[src/rtl/igmp_fg_pkg.sv]
`default_nettype none

package igmp_fg_pkg;

   typedef enum logic [1:0] {
      OP_QUERY  = 2'd0,
      OP_REPORT = 2'd1,
      OP_LEAVE  = 2'd2,
      OP_NONE   = 2'd3
   } op_type;

   typedef enum logic [1:0] {
      CSR_SOURCE_MAC = 2'd0,
      CSR_SOURCE_IP  = 2'd1,
      CSR_VLAN_ID    = 2'd2,
      CSR_UNUSED     = 2'd3
   } csr_index_type;

   localparam int unsigned CSR_DATA_WIDTH = 48;

   localparam logic [31:0] ROUTER_ALERT_WORD = 32'h9404_0000;
   localparam logic [31:0] ALL_ROUTERS_IP    = 32'hE000_0002;
   localparam logic [31:0] ALL_HOSTS_IP      = 32'hE000_0001;
   localparam logic [7:0]  MCAST_MAC_0       = 8'h01;
   localparam logic [7:0]  MCAST_MAC_1       = 8'h00;
   localparam logic [7:0]  MCAST_OUI_LOW     = 8'h5E;
   localparam logic [6:0]  MCAST_MAC_MASK    = 7'h7F;
   localparam logic [15:0] ETYPE_IPV4        = 16'h0800;
   localparam logic [15:0] ETYPE_VLAN        = 16'h8100;

   localparam logic [7:0]  IP_VER_IHL        = 8'h46;
   localparam logic [7:0]  IP_TOS            = 8'h00;
   localparam logic [15:0] IP_TOTAL_LEN      = 16'd32;
   localparam logic [15:0] IP_IDENT          = 16'd1;
   localparam logic [15:0] IP_FRAG           = 16'd0;
   localparam logic [7:0]  IP_TTL            = 8'd1;
   localparam logic [7:0]  IP_PROTO_IGMP     = 8'd2;

   // sum of the fixed header words: 4600 + 0020 + 0001 + 0102 + 9404
   localparam logic [15:0] IP_CONST_SUM      = 16'hDB27;

   localparam logic [7:0]  IGMP_TYPE_QUERY   = 8'h11;
   localparam logic [7:0]  IGMP_TYPE_REPORT  = 8'h16;
   localparam logic [7:0]  IGMP_TYPE_LEAVE   = 8'h17;
   localparam logic [7:0]  QUERY_CODE_GROUP  = 8'd10;
   localparam logic [7:0]  QUERY_CODE_ALL    = 8'd100;
   localparam logic [7:0]  CODE_NONE         = 8'd0;

   localparam logic [5:0]  ETH_ADDR_END      = 6'd12;
   localparam logic [5:0]  VLAN_TAG_BYTES    = 6'd4;
   localparam logic [5:0]  LAST_POS_TAGGED   = 6'd49;
   localparam logic [5:0]  LAST_POS_UNTAGGED = 6'd45;

   typedef struct packed {
      logic [31:0] dst_ip;
      logic [31:0] group;
      logic [7:0]  igmp_type;
      logic [7:0]  igmp_code;
   } msg_type;

   typedef struct packed {
      msg_type     msg;
      logic [15:0] ip_cksum;
      logic [15:0] igmp_cksum;
   } frame_type;

endpackage

`default_nettype wire

[src/rtl/igmp_frame_generator.sv]
// IGMPv2 frame builder.
// Request channel (req_valid/req_ready): message kind and group address.
// Response channel (rsp_valid/rsp_ready): one frame byte per transfer in wire
// order, rsp_last_byte marks the final byte. Untagged frames are 46 bytes, frames
// with a nonzero VLAN id 50 bytes.
// CSR port: csr_we writes csr_wdata into register csr_index (0 source MAC,
// 1 source IP, 2 VLAN id); write only while no frame is in flight.
// A request runs through three stages (destination select, checksum partial
// sums, checksum fold) and then loads the byte serializer; each byte passes
// through the output register. Once a frame has started, one byte leaves per
// cycle while rsp_ready is high. The serializer sets the rate, and frames
// follow each other without a gap cycle since the next request is already
// waiting in the stages. A request with kind 3 is taken and
// dropped. Reset empties all stages and clears the CSRs. When rsp_ready is
// low the output byte holds and the serializer and stages back up; nothing
// is lost or repeated.
`default_nettype none

module igmp_frame_generator (
   input  wire logic        clock,
   input  wire logic        reset,
   input  wire logic        req_valid,
   output logic             req_ready,
   input  wire logic [1:0]  req_operation,
   input  wire logic [31:0] req_group_addr,
   output logic             rsp_valid,
   input  wire logic        rsp_ready,
   output logic [7:0]       rsp_frame_byte,
   output logic             rsp_last_byte,
   input  wire logic        csr_we,
   input  wire logic [1:0]  csr_index,
   input  wire logic [igmp_fg_pkg::CSR_DATA_WIDTH-1:0] csr_wdata
);

   logic [47:0] source_mac_ff;
   logic [31:0] source_ip_ff;
   logic [11:0] vlan_id_ff;

   always_ff @(posedge clock) begin
      if (reset) begin
         source_mac_ff <= '0;
         source_ip_ff  <= '0;
         vlan_id_ff    <= '0;
      end else if (csr_we) begin
         unique case (igmp_fg_pkg::csr_index_type'(csr_index))
            igmp_fg_pkg::CSR_SOURCE_MAC: source_mac_ff <= csr_wdata[47:0];
            igmp_fg_pkg::CSR_SOURCE_IP:  source_ip_ff  <= csr_wdata[31:0];
            igmp_fg_pkg::CSR_VLAN_ID:    vlan_id_ff    <= csr_wdata[11:0];
            default: ;
         endcase
      end
   end

   // stage handshake
   logic s1_valid_ff, s2_valid_ff, s3_valid_ff, ser_valid_ff, rsp_valid_ff;
   logic s1_ready, s2_ready, s3_ready, out_free, ser_emit, ser_last;

   assign out_free  = !rsp_valid_ff || rsp_ready;
   assign ser_emit  = ser_valid_ff && out_free;
   assign s3_ready  = !ser_valid_ff || (ser_emit && ser_last);
   assign s2_ready  = !s3_valid_ff || s3_ready;
   assign s1_ready  = !s2_valid_ff || s2_ready;
   assign req_ready = !s1_valid_ff || s1_ready;

   // stage 1: destination, type and code
   igmp_fg_pkg::op_type  req_op;
   igmp_fg_pkg::msg_type s1_msg_in, s1_msg_ff;
   logic                 s1_valid_in;

   assign req_op = igmp_fg_pkg::op_type'(req_operation);

   always_comb begin
      s1_msg_in.group = req_group_addr;
      unique case (req_op)
         igmp_fg_pkg::OP_QUERY: begin
            s1_msg_in.igmp_type = igmp_fg_pkg::IGMP_TYPE_QUERY;
            if (req_group_addr == '0) begin
               s1_msg_in.dst_ip    = igmp_fg_pkg::ALL_HOSTS_IP;
               s1_msg_in.igmp_code = igmp_fg_pkg::QUERY_CODE_ALL;
            end else begin
               s1_msg_in.dst_ip    = req_group_addr;
               s1_msg_in.igmp_code = igmp_fg_pkg::QUERY_CODE_GROUP;
            end
         end
         igmp_fg_pkg::OP_REPORT: begin
            s1_msg_in.igmp_type = igmp_fg_pkg::IGMP_TYPE_REPORT;
            s1_msg_in.dst_ip    = req_group_addr;
            s1_msg_in.igmp_code = igmp_fg_pkg::CODE_NONE;
         end
         igmp_fg_pkg::OP_LEAVE: begin
            s1_msg_in.igmp_type = igmp_fg_pkg::IGMP_TYPE_LEAVE;
            s1_msg_in.dst_ip    = igmp_fg_pkg::ALL_ROUTERS_IP;
            s1_msg_in.igmp_code = igmp_fg_pkg::CODE_NONE;
         end
         default: begin
            s1_msg_in.igmp_type = igmp_fg_pkg::IGMP_TYPE_QUERY;
            s1_msg_in.dst_ip    = req_group_addr;
            s1_msg_in.igmp_code = igmp_fg_pkg::CODE_NONE;
         end
      endcase
   end

   // drop requests with an undefined kind
   assign s1_valid_in = req_valid && (req_op != igmp_fg_pkg::OP_NONE);

   always_ff @(posedge clock) begin
      if (reset) begin
         s1_valid_ff <= 1'b0;
      end else if (req_ready) begin
         s1_valid_ff <= s1_valid_in;
      end
   end

   always_ff @(posedge clock) begin
      if (req_ready) begin
         s1_msg_ff <= s1_msg_in;
      end
   end

   // stage 2: checksum partial sums
   igmp_fg_pkg::msg_type s2_msg_ff;
   logic [18:0] s2_ip_acc_in, s2_ip_acc_ff;
   logic [17:0] s2_ig_acc_in, s2_ig_acc_ff;

   assign s2_ip_acc_in = {3'b0, igmp_fg_pkg::IP_CONST_SUM}
                       + {3'b0, source_ip_ff[31:16]} + {3'b0, source_ip_ff[15:0]}
                       + {3'b0, s1_msg_ff.dst_ip[31:16]} + {3'b0, s1_msg_ff.dst_ip[15:0]};
   assign s2_ig_acc_in = {2'b0, s1_msg_ff.igmp_type, s1_msg_ff.igmp_code}
                       + {2'b0, s1_msg_ff.group[31:16]} + {2'b0, s1_msg_ff.group[15:0]};

   always_ff @(posedge clock) begin
      if (reset) begin
         s2_valid_ff <= 1'b0;
      end else if (s1_ready) begin
         s2_valid_ff <= s1_valid_ff;
      end
   end

   always_ff @(posedge clock) begin
      if (s1_ready) begin
         s2_msg_ff    <= s1_msg_ff;
         s2_ip_acc_ff <= s2_ip_acc_in;
         s2_ig_acc_ff <= s2_ig_acc_in;
      end
   end

   // stage 3: end-around carry fold and complement
   igmp_fg_pkg::frame_type s3_frame_in, s3_frame_ff;
   logic [16:0] ip_fold1, ig_fold1;
   logic [15:0] ip_fold2, ig_fold2;

   assign ip_fold1 = {1'b0, s2_ip_acc_ff[15:0]} + {14'b0, s2_ip_acc_ff[18:16]};
   assign ip_fold2 = ip_fold1[15:0] + {15'b0, ip_fold1[16]};
   assign ig_fold1 = {1'b0, s2_ig_acc_ff[15:0]} + {15'b0, s2_ig_acc_ff[17:16]};
   assign ig_fold2 = ig_fold1[15:0] + {15'b0, ig_fold1[16]};

   assign s3_frame_in.msg        = s2_msg_ff;
   assign s3_frame_in.ip_cksum   = ~ip_fold2;
   assign s3_frame_in.igmp_cksum = ~ig_fold2;

   always_ff @(posedge clock) begin
      if (reset) begin
         s3_valid_ff <= 1'b0;
      end else if (s2_ready) begin
         s3_valid_ff <= s2_valid_ff;
      end
   end

   always_ff @(posedge clock) begin
      if (s2_ready) begin
         s3_frame_ff <= s3_frame_in;
      end
   end

   // byte serializer
   igmp_fg_pkg::frame_type ser_frame_ff;
   logic        ser_tagged_ff;
   logic [5:0]  ser_pos_ff, ser_pos_in;
   logic        ser_valid_in;
   logic [5:0]  byte_idx;
   logic [7:0]  ser_byte;

   assign ser_last = ser_tagged_ff ? (ser_pos_ff == igmp_fg_pkg::LAST_POS_TAGGED)
                                   : (ser_pos_ff == igmp_fg_pkg::LAST_POS_UNTAGGED);

   always_comb begin
      ser_valid_in = ser_valid_ff;
      ser_pos_in   = ser_pos_ff;
      if (ser_emit) begin
         if (ser_last) begin
            ser_valid_in = 1'b0;
            ser_pos_in   = '0;
         end else begin
            ser_pos_in = ser_pos_ff + 6'd1;
         end
      end
      if (s3_ready && s3_valid_ff) begin
         ser_valid_in = 1'b1;
      end
   end

   always_ff @(posedge clock) begin
      if (reset) begin
         ser_valid_ff <= 1'b0;
         ser_pos_ff   <= '0;
      end else begin
         ser_valid_ff <= ser_valid_in;
         ser_pos_ff   <= ser_pos_in;
      end
   end

   always_ff @(posedge clock) begin
      if (s3_ready) begin
         ser_frame_ff  <= s3_frame_ff;
         ser_tagged_ff <= (vlan_id_ff != '0);
      end
   end

   // map the untagged layout onto the tagged one
   assign byte_idx = (ser_tagged_ff || ser_pos_ff < igmp_fg_pkg::ETH_ADDR_END)
                   ? ser_pos_ff : ser_pos_ff + igmp_fg_pkg::VLAN_TAG_BYTES;

   always_comb begin
      case (byte_idx)
         6'd0:  ser_byte = igmp_fg_pkg::MCAST_MAC_0;
         6'd1:  ser_byte = igmp_fg_pkg::MCAST_MAC_1;
         6'd2:  ser_byte = igmp_fg_pkg::MCAST_OUI_LOW;
         6'd3:  ser_byte = {1'b0, ser_frame_ff.msg.dst_ip[22:16]
                                  & igmp_fg_pkg::MCAST_MAC_MASK};
         6'd4:  ser_byte = ser_frame_ff.msg.dst_ip[15:8];
         6'd5:  ser_byte = ser_frame_ff.msg.dst_ip[7:0];
         6'd6:  ser_byte = source_mac_ff[47:40];
         6'd7:  ser_byte = source_mac_ff[39:32];
         6'd8:  ser_byte = source_mac_ff[31:24];
         6'd9:  ser_byte = source_mac_ff[23:16];
         6'd10: ser_byte = source_mac_ff[15:8];
         6'd11: ser_byte = source_mac_ff[7:0];
         6'd12: ser_byte = igmp_fg_pkg::ETYPE_VLAN[15:8];
         6'd13: ser_byte = igmp_fg_pkg::ETYPE_VLAN[7:0];
         6'd14: ser_byte = {4'b0, vlan_id_ff[11:8]};
         6'd15: ser_byte = vlan_id_ff[7:0];
         6'd16: ser_byte = igmp_fg_pkg::ETYPE_IPV4[15:8];
         6'd17: ser_byte = igmp_fg_pkg::ETYPE_IPV4[7:0];
         6'd18: ser_byte = igmp_fg_pkg::IP_VER_IHL;
         6'd19: ser_byte = igmp_fg_pkg::IP_TOS;
         6'd20: ser_byte = igmp_fg_pkg::IP_TOTAL_LEN[15:8];
         6'd21: ser_byte = igmp_fg_pkg::IP_TOTAL_LEN[7:0];
         6'd22: ser_byte = igmp_fg_pkg::IP_IDENT[15:8];
         6'd23: ser_byte = igmp_fg_pkg::IP_IDENT[7:0];
         6'd24: ser_byte = igmp_fg_pkg::IP_FRAG[15:8];
         6'd25: ser_byte = igmp_fg_pkg::IP_FRAG[7:0];
         6'd26: ser_byte = igmp_fg_pkg::IP_TTL;
         6'd27: ser_byte = igmp_fg_pkg::IP_PROTO_IGMP;
         6'd28: ser_byte = ser_frame_ff.ip_cksum[15:8];
         6'd29: ser_byte = ser_frame_ff.ip_cksum[7:0];
         6'd30: ser_byte = source_ip_ff[31:24];
         6'd31: ser_byte = source_ip_ff[23:16];
         6'd32: ser_byte = source_ip_ff[15:8];
         6'd33: ser_byte = source_ip_ff[7:0];
         6'd34: ser_byte = ser_frame_ff.msg.dst_ip[31:24];
         6'd35: ser_byte = ser_frame_ff.msg.dst_ip[23:16];
         6'd36: ser_byte = ser_frame_ff.msg.dst_ip[15:8];
         6'd37: ser_byte = ser_frame_ff.msg.dst_ip[7:0];
         6'd38: ser_byte = igmp_fg_pkg::ROUTER_ALERT_WORD[31:24];
         6'd39: ser_byte = igmp_fg_pkg::ROUTER_ALERT_WORD[23:16];
         6'd40: ser_byte = igmp_fg_pkg::ROUTER_ALERT_WORD[15:8];
         6'd41: ser_byte = igmp_fg_pkg::ROUTER_ALERT_WORD[7:0];
         6'd42: ser_byte = ser_frame_ff.msg.igmp_type;
         6'd43: ser_byte = ser_frame_ff.msg.igmp_code;
         6'd44: ser_byte = ser_frame_ff.igmp_cksum[15:8];
         6'd45: ser_byte = ser_frame_ff.igmp_cksum[7:0];
         6'd46: ser_byte = ser_frame_ff.msg.group[31:24];
         6'd47: ser_byte = ser_frame_ff.msg.group[23:16];
         6'd48: ser_byte = ser_frame_ff.msg.group[15:8];
         6'd49: ser_byte = ser_frame_ff.msg.group[7:0];
         default: ser_byte = 8'h00;
      endcase
   end

   // output register
   logic [7:0] rsp_byte_ff;
   logic       rsp_last_ff;

   always_ff @(posedge clock) begin
      if (reset) begin
         rsp_valid_ff <= 1'b0;
      end else if (out_free) begin
         rsp_valid_ff <= ser_valid_ff;
      end
   end

   always_ff @(posedge clock) begin
      if (ser_emit) begin
         rsp_byte_ff <= ser_byte;
         rsp_last_ff <= ser_last;
      end
   end

   assign rsp_valid      = rsp_valid_ff;
   assign rsp_frame_byte = rsp_byte_ff;
   assign rsp_last_byte  = rsp_last_ff;

   a_pos_range: assert property (@(posedge clock) disable iff (reset)
      ser_valid_ff |-> (ser_pos_ff <= igmp_fg_pkg::LAST_POS_TAGGED))
      else $error("serializer position out of frame");

   a_idle_pos: assert property (@(posedge clock) disable iff (reset)
      !ser_valid_ff |-> (ser_pos_ff == '0))
      else $error("idle serializer not at frame start");

   a_load_free: assert property (@(posedge clock) disable iff (reset)
      (s3_valid_ff && s3_ready) |-> (!ser_valid_ff || (ser_emit && ser_last)))
      else $error("serializer loaded mid-frame");

   a_frame_start: assert property (@(posedge clock) disable iff (reset)
      (s3_valid_ff && s3_ready) |=> (ser_valid_ff && ser_pos_ff == '0))
      else $error("new frame does not start at byte zero");

   a_last_end: assert property (@(posedge clock) disable iff (reset)
      (ser_emit && ser_last) |=> (rsp_valid_ff && rsp_last_ff))
      else $error("final byte not presented");

endmodule

`default_nettype wire

[config.mk]
export PLATFORM = sky130hd
export DESIGN_NAME = igmp_frame_generator
export DESIGN_NICKNAME = d
export VERILOG_FILES = /design/src/rtl/igmp_fg_pkg.sv /design/src/rtl/igmp_frame_generator.sv
export SDC_FILE = /design/constraint.sdc
export NUM_CORES = 1
export LEC_CHECK = 0
export BUFFER_PORTS_ARGS = -buffer_cell sky130_fd_sc_hd__buf_2
export CAP_MARGIN = 30
export CORE_ASPECT_RATIO = 1.25
export CORE_MARGIN = 8
export CORE_UTILIZATION = 40
export CTS_CLUSTER_SIZE = 40
export DETAILED_ROUTE_END_ITERATION = 10
export GPL_TIMING_DRIVEN = 1
export PLACE_DENSITY = 0.66
export SLEW_MARGIN = 10
export SYNTH_ARGS = -nofsm -noshare
export SYNTH_HDL_FRONTEND = slang
export SYNTH_SLANG_ARGS = --single-unit
[constraint.sdc]
create_clock -name clock -period 8.25 [get_ports clock]
set_input_delay 0 -clock clock [delete_from_list [all_inputs] [get_ports clock]]
set_output_delay 0 -clock clock [all_outputs]
set_load 0.02 [all_outputs]
==> results.sh, run 1 <==
export IMPL_tightest_slew_ns=0.951
export IMPL_hold_violations=0
export IMPL_worstPathMaxFanout=3
export IMPL_first_global_vias=15122
export IMPL_maxSlewHeadroom_pct=36.6
export IMPL_fp_row_count=96
export IMPL_cts_buffer_depth=3
export IMPL_synth_distinct_cells=75
export IMPL_postCtsSetupBuffers=0
export IMPL_syn_inst=1769
export IMPL_place_hpwl_mm=47.9
export IMPL_dr_pass1_iters=6
export IMPL_cts_made_buffers=50
export IMPL_drc=0
export IMPL_clk_latency_ns=0.63
export IMPL_antenna_left=0
export IMPL_grt_max_degree=68
export IMPL_power_mw=6.53
export IMPL_overflow=0
export IMPL_fin_tns_setup_ns=0
export IMPL_startpoint_type="register"
export IMPL_p_leak_nw=9.92
export IMPL_io_pins=100
export IMPL_die_y_microns=278
export IMPL_vdd_ir_drop_max_uv=192
export IMPL_setup_viol=0
export IMPL_insertedDiodeCount=0
export IMPL_endpoint_kind="register"
export IMPL_synth_nets=1977
export IMPL_core_area_sq_um=54500
export IMPL_ys_flop_type="edfxtp_1"
export IMPL_grt_pass1_wl_mm=97.2
export IMPL_r2r_setup_slack_ns=4.27
export IMPL_critical_path_class="reg2reg"
export IMPL_synth_top_area_share_pct=52.5
export IMPL_setup_ws_ns=4.27
export IMPL_cts_resized=0
export IMPL_fmax_mhz=251
export IMPL_syn_avg_cell_area_sq_um=12.4
export IMPL_dpl_worst_slack_ns=4.30
export IMPL_synth_async_sr_flop_share_pct=0
export IMPL_grt_usage_pct=20.8
export IMPL_cts_htree_levels=2
export IMPL_clkTransAtPathRegs_ns=0.06
export IMPL_finClkSkew_ns=0.0476
export IMPL_hold_depth=5
export IMPL_synth_common_cells="383 x edfxtp_1, 203 x nand2_1, 127 x inv_1"
export IMPL_cts_sinks=486
export IMPL_globalplace_congestion=1.02
export IMPL_numPortBuffers=99
export IMPL_rsz0062_at_grt="no"
export IMPL_die_w_microns=225
export IMPL_power_density_nw_per_um2=253
export IMPL_min_delay_start="csr_index[0]"
export IMPL_synth_seq_cells=486
export IMPL_rr_worst_depth=15
export IMPL_synth_area_leaders="edfxtp_1 52%, dfxtp_1 9.4%, ha_1 4.4%"
export IMPL_netlist_area_sq_um=21900
export IMPL_drtIter0Drc=1686
export IMPL_critical_path_required_ns=8.59
export IMPL_yosysTopAreaCell="edfxtp_1"
export IMPL_status="completed"
export IMPL_reg2reg_from="source_ip_ff[2]"
export IMPL_antenna_found_initial=1
export IMPL_routed_via_density=5.51
export IMPL_report_final_slew_viol_count=0
export IMPL_start_util_pct=40.2
export IMPL_layout_drive_gt1_share_pct=11.0
export IMPL_hold_class="in2reg"
export IMPL_r2r_end="s2_ip_acc_ff[14]"
export IMPL_n_fill_cell=4829
export IMPL_yosysSeqAreaShare_pct=61.9
export IMPL_synth_edff_count=383
export IMPL_die_area_sq_um=62600
export IMPL_wl_per_cell_microns=24.1
export IMPL_yosysMostFrequentCell="edfxtp_1"
export IMPL_cts_tree="done"
export IMPL_root_buffer="clkbuf_16"
export IMPL_yosys_warnings=0
export IMPL_drv_cap=0
export IMPL_fin_crit_sh_pct=48.2
export IMPL_fin_crit_ns=3.98
export IMPL_worstPathArrival_ns=4.32
export IMPL_areaGrowthSynthToFinish_pct=17.8
export IMPL_nNetsFinal=2160
export IMPL_vias=15050
export IMPL_whs_endpoint="source_ip_ff[11]"
export IMPL_routed_wl_mm=65.7
[layout make-up]
type | instances | area, sq um | share of cell area, %
Clock buffer | 66 | 1370 | 5.29
Clock inverter | 28 | 304 | 1.18
Inverter | 128 | 482 | 1.87
Multi-Input combinational cell | 1076 | 7590 | 29.4
Sequential cell | 486 | 13600 | 52.5
Tap cell | 735 | 920 | 3.56
Timing Repair Buffer | 210 | 1580 | 6.14
[worst max-delay path by stage]
stage	start	end	slack, ns	cells past startpoint
6_report	source_ip_ff[2]	s2_ip_acc_ff[14]	4.27	15
5_1_grt	source_ip_ff[2]	s2_ip_acc_ff[18]	3.96	15
4_1_cts	source_ip_ff[1]	s2_ip_acc_ff[17]	4.27	15
3_5_place_dp	source_ip_ff[1]	s2_ip_acc_ff[17]	4.30	15
3_3_place_gp	source_ip_ff[2]	s2_ip_acc_ff[14]	4.34	15
2_1_floorplan	ser_pos_ff[1]	s2_ig_acc_ff[0]	3.46	6
[per-layer routing]
layer | wire, microns | GRT usage, % | up-vias
met2 | 30400 | 33.0 | 666
met1 | 26900 | 26.6 | 7376
met3 | 4730 | 4.05 | 140
met4 | 3650 | 10.9 | 2
met5 | 13 | 0 | -
li1 | - | - | 6866
[layout by cell type, fill, tap and decap left out, types with 7 or more instances in the layout]
cell	count
and2_1	34
buf_2	99
nor2b_1	14
clkbuf_1	12
or3_1	11
dlygate4sd3_1	89
nor4_1	18
inv_1	126
mux2i_1	13
a21o_1	11
nand3b_1	7
clkinv_2	7
nor3_1	22
o21a_1	13
o21ai_0	37
nor2_1	62
o2111ai_1	14
nand2_1	202
clkbuf_16	52
nand2b_1	11
buf_4	20
a211oi_1	8
xor2_1	21
and4_1	11
xnor2_1	49
nand3_1	37
and3_1	24
fa_1	42
dfxtp_1	103
ha_1	77
nand4_1	50
a2111oi_0	11
a21oi_1	122
o211ai_1	10
a22o_1	20
a22oi_1	25
edfxtp_1	383
[per-stage QoR]
step	hold WS (ns)	cells	cell area (sq um)	utilization, %
6_report	0.0528	2729	25800	47.3
5_1_grt	0.0734	2729	25800	47.3
4_1_cts	0.0154	2729	25800	47.3
3_5_place_dp	0.203	2546	23300	42.6
3_3_place_gp	0.204	2543	23200	42.5
2_1_floorplan	0.0989	1769	21900	-
[worst max-delay path: stages (launching register included)]
cell	delay, ns
dfxtp_1	0.37
inv_1	0.06
ha_1	0.28
inv_1	0.05
fa_1	0.50
inv_1	0.06
fa_1	0.58
inv_1	0.07
ha_1	0.28
a21o_1	0.18
a21oi_1	0.26
o21ai_0	0.15
a211o_1	0.34
a31o_2	0.25
a211oi_1	0.24
nor3_1	0.07
[kinds of logic after synthesis]
family          Yosys count  share of synthesized area (%)
simple gates            534                           12.3
flops                   486                           61.9
buf+inv                 207                           3.67
compound gates          339                           10.5
xor+xnor                 70                           2.80
fa+ha+maj               119                           8.23
mux                      14                          0.697
[timing repair]
action,CTS,global route
endpoints found under the hold margin,162,0
endpoints found under the setup margin,0,0
hold buffers,89,0
[report_power, final]
group	leakage [nW]	internal [mW]	switching, mW
clock	0.811	1.31	0.987
sequential	4.91	3.06	0.274
combinational	4.20	0.401	0.500
[sequential cells by signal (all words and copies together), names as in the netlist]
signal,flops
source_mac_ff,48
ser_valid_ff,1
s2_msg_ff,68
s2_valid_ff,1
vlan_id_ff,12
rsp_valid,1
ser_pos_ff,6
s2_ig_acc_ff,18
ser_frame_ff,100
source_ip_ff,32
s2_ip_acc_ff,19
s1_msg_ff,68
s3_frame_ff,100
rsp_last_byte,1
rsp_frame_byte,8
s3_valid_ff,1
s1_valid_ff,1
ser_tagged_ff,1
No activity file was read; power rests on OpenSTA's default activity.
==> inputs of run 2 (changes only) <==
- clock period: 8.25 -> 3.8 ns (I/O delays scaled with it)
==> run 2 against run 1 <==
Global-route usage grew 0.26 points. Via count increased by 2.1%. Count of clock-buffer cells in the layout decreased by 10. Sequential share of layout area shrank 1.1 points. Setup slack lost 4.2 ns. Core utilization up 1.0 points. Non-clock buffer count grew 56. Worst hold slack better by 0.055 ns. Clock skew down 0.027 ns. Register-to-register slack worse by 4.2 ns. Total power grew 120%. Critical path type unchanged. Highest routed layer is now met4.
==> results.sh, run 2 (same netlist as run 1, synthesis figures left out) <==
export IMPL_status="completed"
export IMPL_antenna_found_initial=1
export IMPL_startpoint_type="register"
export IMPL_die_area_sq_um=62600
export IMPL_grt_pass1_wl_mm=98.2
export IMPL_hold_violations=0
export IMPL_clkTransAtPathRegs_ns=0.07
export IMPL_die_y_microns=278
export IMPL_place_inst=2599
export IMPL_nNetsFinal=2216
export IMPL_place_hpwl_mm=49.5
export IMPL_final_cells=2783
export IMPL_critical_path_class="reg2reg"
export IMPL_dpl_instance_area_sq_um=23800
export IMPL_grt_usage_pct=21.0
export IMPL_report_final_slew_viol_count=0
export IMPL_setup_viol=0
export IMPL_first_global_vias=15343
export IMPL_insertedDiodeCount=0
export IMPL_critical_path_required_ns=4.13
export IMPL_vdd_ir_drop_max_uv=301
export IMPL_cts_sinks=486
export IMPL_maxSlewHeadroom_pct=26.0
export IMPL_p_sw_mw=3.86
export IMPL_endpoint_kind="register"
export IMPL_routed_wl_mm=67.3
export IMPL_seqPwrFrac_pct=51.0
export IMPL_root_buffer="clkbuf_16"
export IMPL_cts_tree="done"
export IMPL_areaGrowthSynthToFinish_pct=20.3
export IMPL_antenna_left=0
export IMPL_overflow=0
export IMPL_routed_via_density=5.52
export IMPL_core_area_sq_um=54500
export IMPL_setup_ws_ns=0.0986
export IMPL_fin_crit_ns=3.70
export IMPL_clkPwrFrac_pct=34.2
export IMPL_finClkSkew_ns=0.0203
export IMPL_fmax_mhz=270
export IMPL_stdcell_area_sq_um=26400
export IMPL_numPortBuffers=99
export IMPL_layout_commonest_cell="edfxtp_1"
export IMPL_die_w_microns=225
export IMPL_layout_drive_gt1_share_pct=14.3
export IMPL_worstPathMaxFanout=3
export IMPL_fin_crit_sh_pct=97.4
export IMPL_drtIter0Drc=1631
export IMPL_dpl_worst_slack_ns=0.0134
export IMPL_drv_cap=0
export IMPL_hold_class="in2reg"
export IMPL_io_pins=100
export IMPL_wl_met3_mm=4.51
export IMPL_rsz0062_at_grt="yes"
export IMPL_utilization_pct=48.4
export IMPL_drc=0
export IMPL_p_comb_share_pct=14.8
export IMPL_internal_power_mw=10.3
export IMPL_final_cell_mix="383 x edfxtp_1, 202 x nand2_1, 125 x inv_1"
export IMPL_n_fill_cell=4797
export IMPL_worstPathArrival_ns=4.04
export IMPL_sw_frac_of_total_pct=27.2
export IMPL_tightest_slew_ns=1.11
export IMPL_wl_per_cell_microns=24.2
export IMPL_p_leak_nw=10.2
export IMPL_largestRegisters="s3_frame_ff (100), ser_frame_ff (100)"
export IMPL_m1WireLength_mm=27.5
export IMPL_highest_layer="met4"
export IMPL_grt_max_degree=107
export IMPL_met2WireLength_mm=32.0
export IMPL_fp_row_count=96
export IMPL_start_util_pct=40.2
export IMPL_cts_made_buffers=50
export IMPL_clk_latency_ns=0.60
export IMPL_vias=15363
export IMPL_cts_htree_levels=2
export IMPL_globalplace_congestion=1.01
export IMPL_dr_pass1_iters=6
export IMPL_power_density_nw_per_um2=538
export IMPL_cts_buffer_depth=3
-- run 2: critical path: stages (launching register included) --
cell      delay (ns)
dfxtp_1         0.35
inv_1           0.06
ha_1            0.27
inv_1           0.05
fa_1            0.50
inv_1           0.06
fa_1            0.51
inv_1           0.05
ha_1            0.28
a21o_1          0.19
a21oi_2         0.16
o21ai_1         0.09
a211o_1         0.31
a31o_2          0.26
a211oi_1        0.24
nor3_1          0.07
-- run 2: area by class of cell --
cell class / count / area (sq um) / area share (%)
tap: 735 / 920 / 3.49
sequential: 486 / 13600 / 51.4
inverter: 128 / 482 / 1.83
clock buffer: 56 / 1290 / 4.91
multi-input combinational: 1076 / 7660 / 29.1
timing repair buffer: 266 / 2100 / 7.98
clock inverter: 36 / 340 / 1.29
-- run 2: repair_timing --
action | in CTS | in global routing
setup endpoints to repair | 0 | 7
hold buffers | 91 | 0
setup buffers | 0 | 1
hold endpoints to repair | 164 | 0
gates resized for setup | 0 | 15
-- run 2: stage by stage --
stage | total power, mW | setup TNS (ns) | hold WS, ns
4_1_cts | 14.2 | 0 | 0.0773
6_report | 14.2 | 0 | 0.107
5_1_grt | 14.7 | -0.0451 | 0.150
3_5_place_dp | 9.31 | 0 | 0.209
2_1_floorplan | 8.38 | -28.54 | 0.0989
3_3_place_gp | 9.27 | 0 | 0.203
-- run 2: final timing paths --
path	to	start	slack (ns)	depth (start not counted)
worst max register to register	s2_ip_acc_ff[14]	source_ip_ff[2]	0.1	15
worst max-delay path	s2_ip_acc_ff[14]	source_ip_ff[2]	0.1	15
worst min register to register	ser_frame_ff[64]	s3_frame_ff[64]	0.41	0
worst min-delay path	source_ip_ff[29]	csr_we	0.11	5
-- run 2: per-layer routing --
layer	up-vias	global-route usage, %
met1	7546	27.3
li1	6983	-
met5	-	0
met3	136	3.19
met2	698	34.5
met4	0	9.49
-- run 2: power by group through the flow --
| stage | clock network, mW | logic [mW] | registers (mW) |
|---|---|---|---|
| finish | 4.86 | 2.09 | 7.24 |
| global route | 5.13 | 2.33 | 7.29 |
| CTS | 4.94 | 2.05 | 7.24 |
| detailed placement | 0 | 1.96 | 7.35 |
| global placement | 0 | 1.93 | 7.33 |
| floorplan | 0 | 1.42 | 6.96 |
==> inputs of run 3 (changes only) <==
- CELL_PAD_IN_SITES_DETAIL_PLACEMENT: not set -> 1
- CELL_PAD_IN_SITES_GLOBAL_PLACEMENT: not set -> 1
- CORE_UTILIZATION: 40 -> 37
- PLACE_DENSITY: 0.66 -> 0.71
==> run 3 against run 2 <==
First-iteration DRC count shrank 16%. Die area rose by 7.6%. Maximum frequency increased by 0.47%. Clock skew rose by 0.014 ns. Wire length up 12%. Worst hold slack worse by 0.012 ns. Sequential power rose by 0.7%. Via count increased by 0.99%. Combinational power is 4% higher. Cell count increased by 0.57%. Critical endpoint is now s2_ip_acc_ff[17].
==> results.sh, run 3 (same netlist as run 1, synthesis figures left out) <==
export IMPL_status="completed"
export IMPL_fin_crit_ns=3.68
export IMPL_overflow=0
export IMPL_wl_per_cell_microns=26.9
export IMPL_drc=0
export IMPL_fmax_mhz=271
export IMPL_cp_buffers_inverters=4
export IMPL_power_density_nw_per_um2=537
export IMPL_stdcell_area_sq_um=26200
export IMPL_grt_max_degree=102
export IMPL_tightest_slew_ns=0.968
export IMPL_hold_violations=0
export IMPL_cts_htree_levels=2
export IMPL_vias=15515
export IMPL_timing_critical_path_mode_cell="inv_1"
export IMPL_fp_row_count=99
export IMPL_fin_crit_sh_pct=97.0
export IMPL_critical_path_class="reg2reg"
export IMPL_place_hpwl_mm=56.3
export IMPL_grt_usage_pct=22.2
export IMPL_power_mw=14.1
export IMPL_largestRegisters="s3_frame_ff (100), ser_frame_ff (100)"
export IMPL_report_final_slew_viol_count=0
export IMPL_start_util_pct=37.5
export IMPL_nNetsFinal=2209
export IMPL_path_cells="inv_1 -> ha_1 -> inv_1 -> fa_1 -> inv_1 -> fa_1 -> inv_1 -> ha_4 -> a2111o_1 -> o21a_1 -> o221a_4 -> o211ai_1 -> o311ai_2"
export IMPL_critical_path_required_ns=4.10
export IMPL_antenna_found_initial=1
export IMPL_final_cells=2799
export IMPL_grt_pass1_wl_mm=110
export IMPL_clkTransAtPathRegs_ns=0.07
export IMPL_drv_cap=0
export IMPL_globalplace_congestion=1.00
export IMPL_worstPathMaxFanout=3
export IMPL_utilization_pct=44.9
export IMPL_first_global_vias=16362
export IMPL_cts_made_buffers=50
export IMPL_startpoint_type="register"
export IMPL_dpl_instance_area_sq_um=23700
export IMPL_maxSlewHeadroom_pct=35.0
export IMPL_areaGrowthSynthToFinish_pct=19.8
export IMPL_hold_class="in2reg"
export IMPL_die_y_microns=288
export IMPL_dr_pass1_iters=6
export IMPL_drtIter0Drc=1376
export IMPL_critical_path_top_delay_family="adder cells"
export IMPL_antenna_left=0
export IMPL_cp_slowest_stage_delay_ns=0.51
export IMPL_numPortBuffers=99
export IMPL_routed_wl_mm=75.3
export IMPL_cts_sinks=486
export IMPL_final_cell_mix="383 x edfxtp_1, 202 x nand2_1, 122 x inv_1"
export IMPL_finClkSkew_ns=0.0347
export IMPL_die_area_sq_um=67300
export IMPL_place_inst=2616
export IMPL_p_leak_nw=10.2
export IMPL_critPathSlowestCell="fa_1"
export IMPL_root_buffer="clkbuf_16"
export IMPL_routed_via_density=5.54
export IMPL_layout_drive_gt1_share_pct=14.2
export IMPL_worstPathArrival_ns=3.99
export IMPL_core_area_sq_um=58500
export IMPL_cts_tree="done"
export IMPL_setup_viol=0
export IMPL_clk_latency_ns=0.62
export IMPL_die_w_microns=234
export IMPL_cts_buffer_depth=3
export IMPL_vdd_ir_drop_max_uv=347
export IMPL_io_pins=100
export IMPL_layout_commonest_cell="edfxtp_1"
export IMPL_endpoint_kind="register"
==> run 3: changes by cell type in the layout (fill, tap and decap cells not counted), moves of 4 or more <==
cell and change:
clkinv_1 +6, dlygate4sd3_1 -6, clkbuf_1 +5, bufinv_16 -4
clkbuf_8 +4, clkinv_4 -4
==> run 3: final cells by class <==
cell class	instances	area (sq um)
Clock buffer	64	1340
Antenna cell	1	2.50
Inverter	128	482
Multi-Input combinational cell	1076	7700
Tap cell	757	947
Fill cell	6125	32200
Clock inverter	28	181
Timing Repair Buffer	259	2020
Sequential cell	486	13600
==> run 3: routing by layer <==
layer  global-route usage (%)  part of all wire, %  vias up
met5                        0                0.024        -
met4                     10.1                  5.1        2
met3                     3.19                  5.6      159
met2                     38.0                   49      521
met1                     27.3                   40     7874
li1                         -                    -     6959
==> run 3: final timing paths <==
| check | start | to | slack (ns) | cells after the start |
|---|---|---|---|---|
| hold / removal | csr_we | source_ip_ff[24] | 0.1 | 5 |
| hold reg to reg | s2_msg_ff[57] | s3_frame_ff[89] | 0.40 | 0 |
| setup reg to reg | source_ip_ff[25] | s2_ip_acc_ff[17] | 0.12 | 13 |
| setup / recovery | source_ip_ff[25] | s2_ip_acc_ff[17] | 0.12 | 13 |
==> run 3: stage by stage <==
stage | TNS, ns | worst slack [ns] | hold slack, ns
6_report | 0 | 0.116 | 0.0953
5_1_grt | -0.0392 | -0.0191 | 0.105
4_1_cts | -0.00605 | -0.00605 | 0.0142
3_5_place_dp | -0.285 | -0.112 | 0.212
3_3_place_gp | 0 | 0.00281 | 0.205
2_1_floorplan | -28.54 | -0.418 | 0.0989
==> run 3: timing repair <==
item                       in CTS  in global routing
setup buffers                   1                  3
cloned                          0                  0
pin swaps                       4                 14
resized for setup               7                 19
setup endpoints to repair       6                  9
hold buffers                   84                  1
hold endpoints to repair      162                 39
==> run 3: where the power goes <==
group          internal (mW)  switching (mW)
registers               6.64           0.648
logic                  0.965            1.20
clock network           2.51            2.13
==> run 3: worst reg2reg max path, stage by stage, from the launching register on <==
cell	delay, ns
dfxtp_1	0.33
inv_1	0.05
ha_1	0.26
inv_1	0.05
fa_1	0.50
inv_1	0.06
fa_1	0.51
inv_1	0.07
ha_4	0.25
a2111o_1	0.47
o21a_1	0.24
o221a_4	0.26
o211ai_1	0.20
o311ai_2	0.12
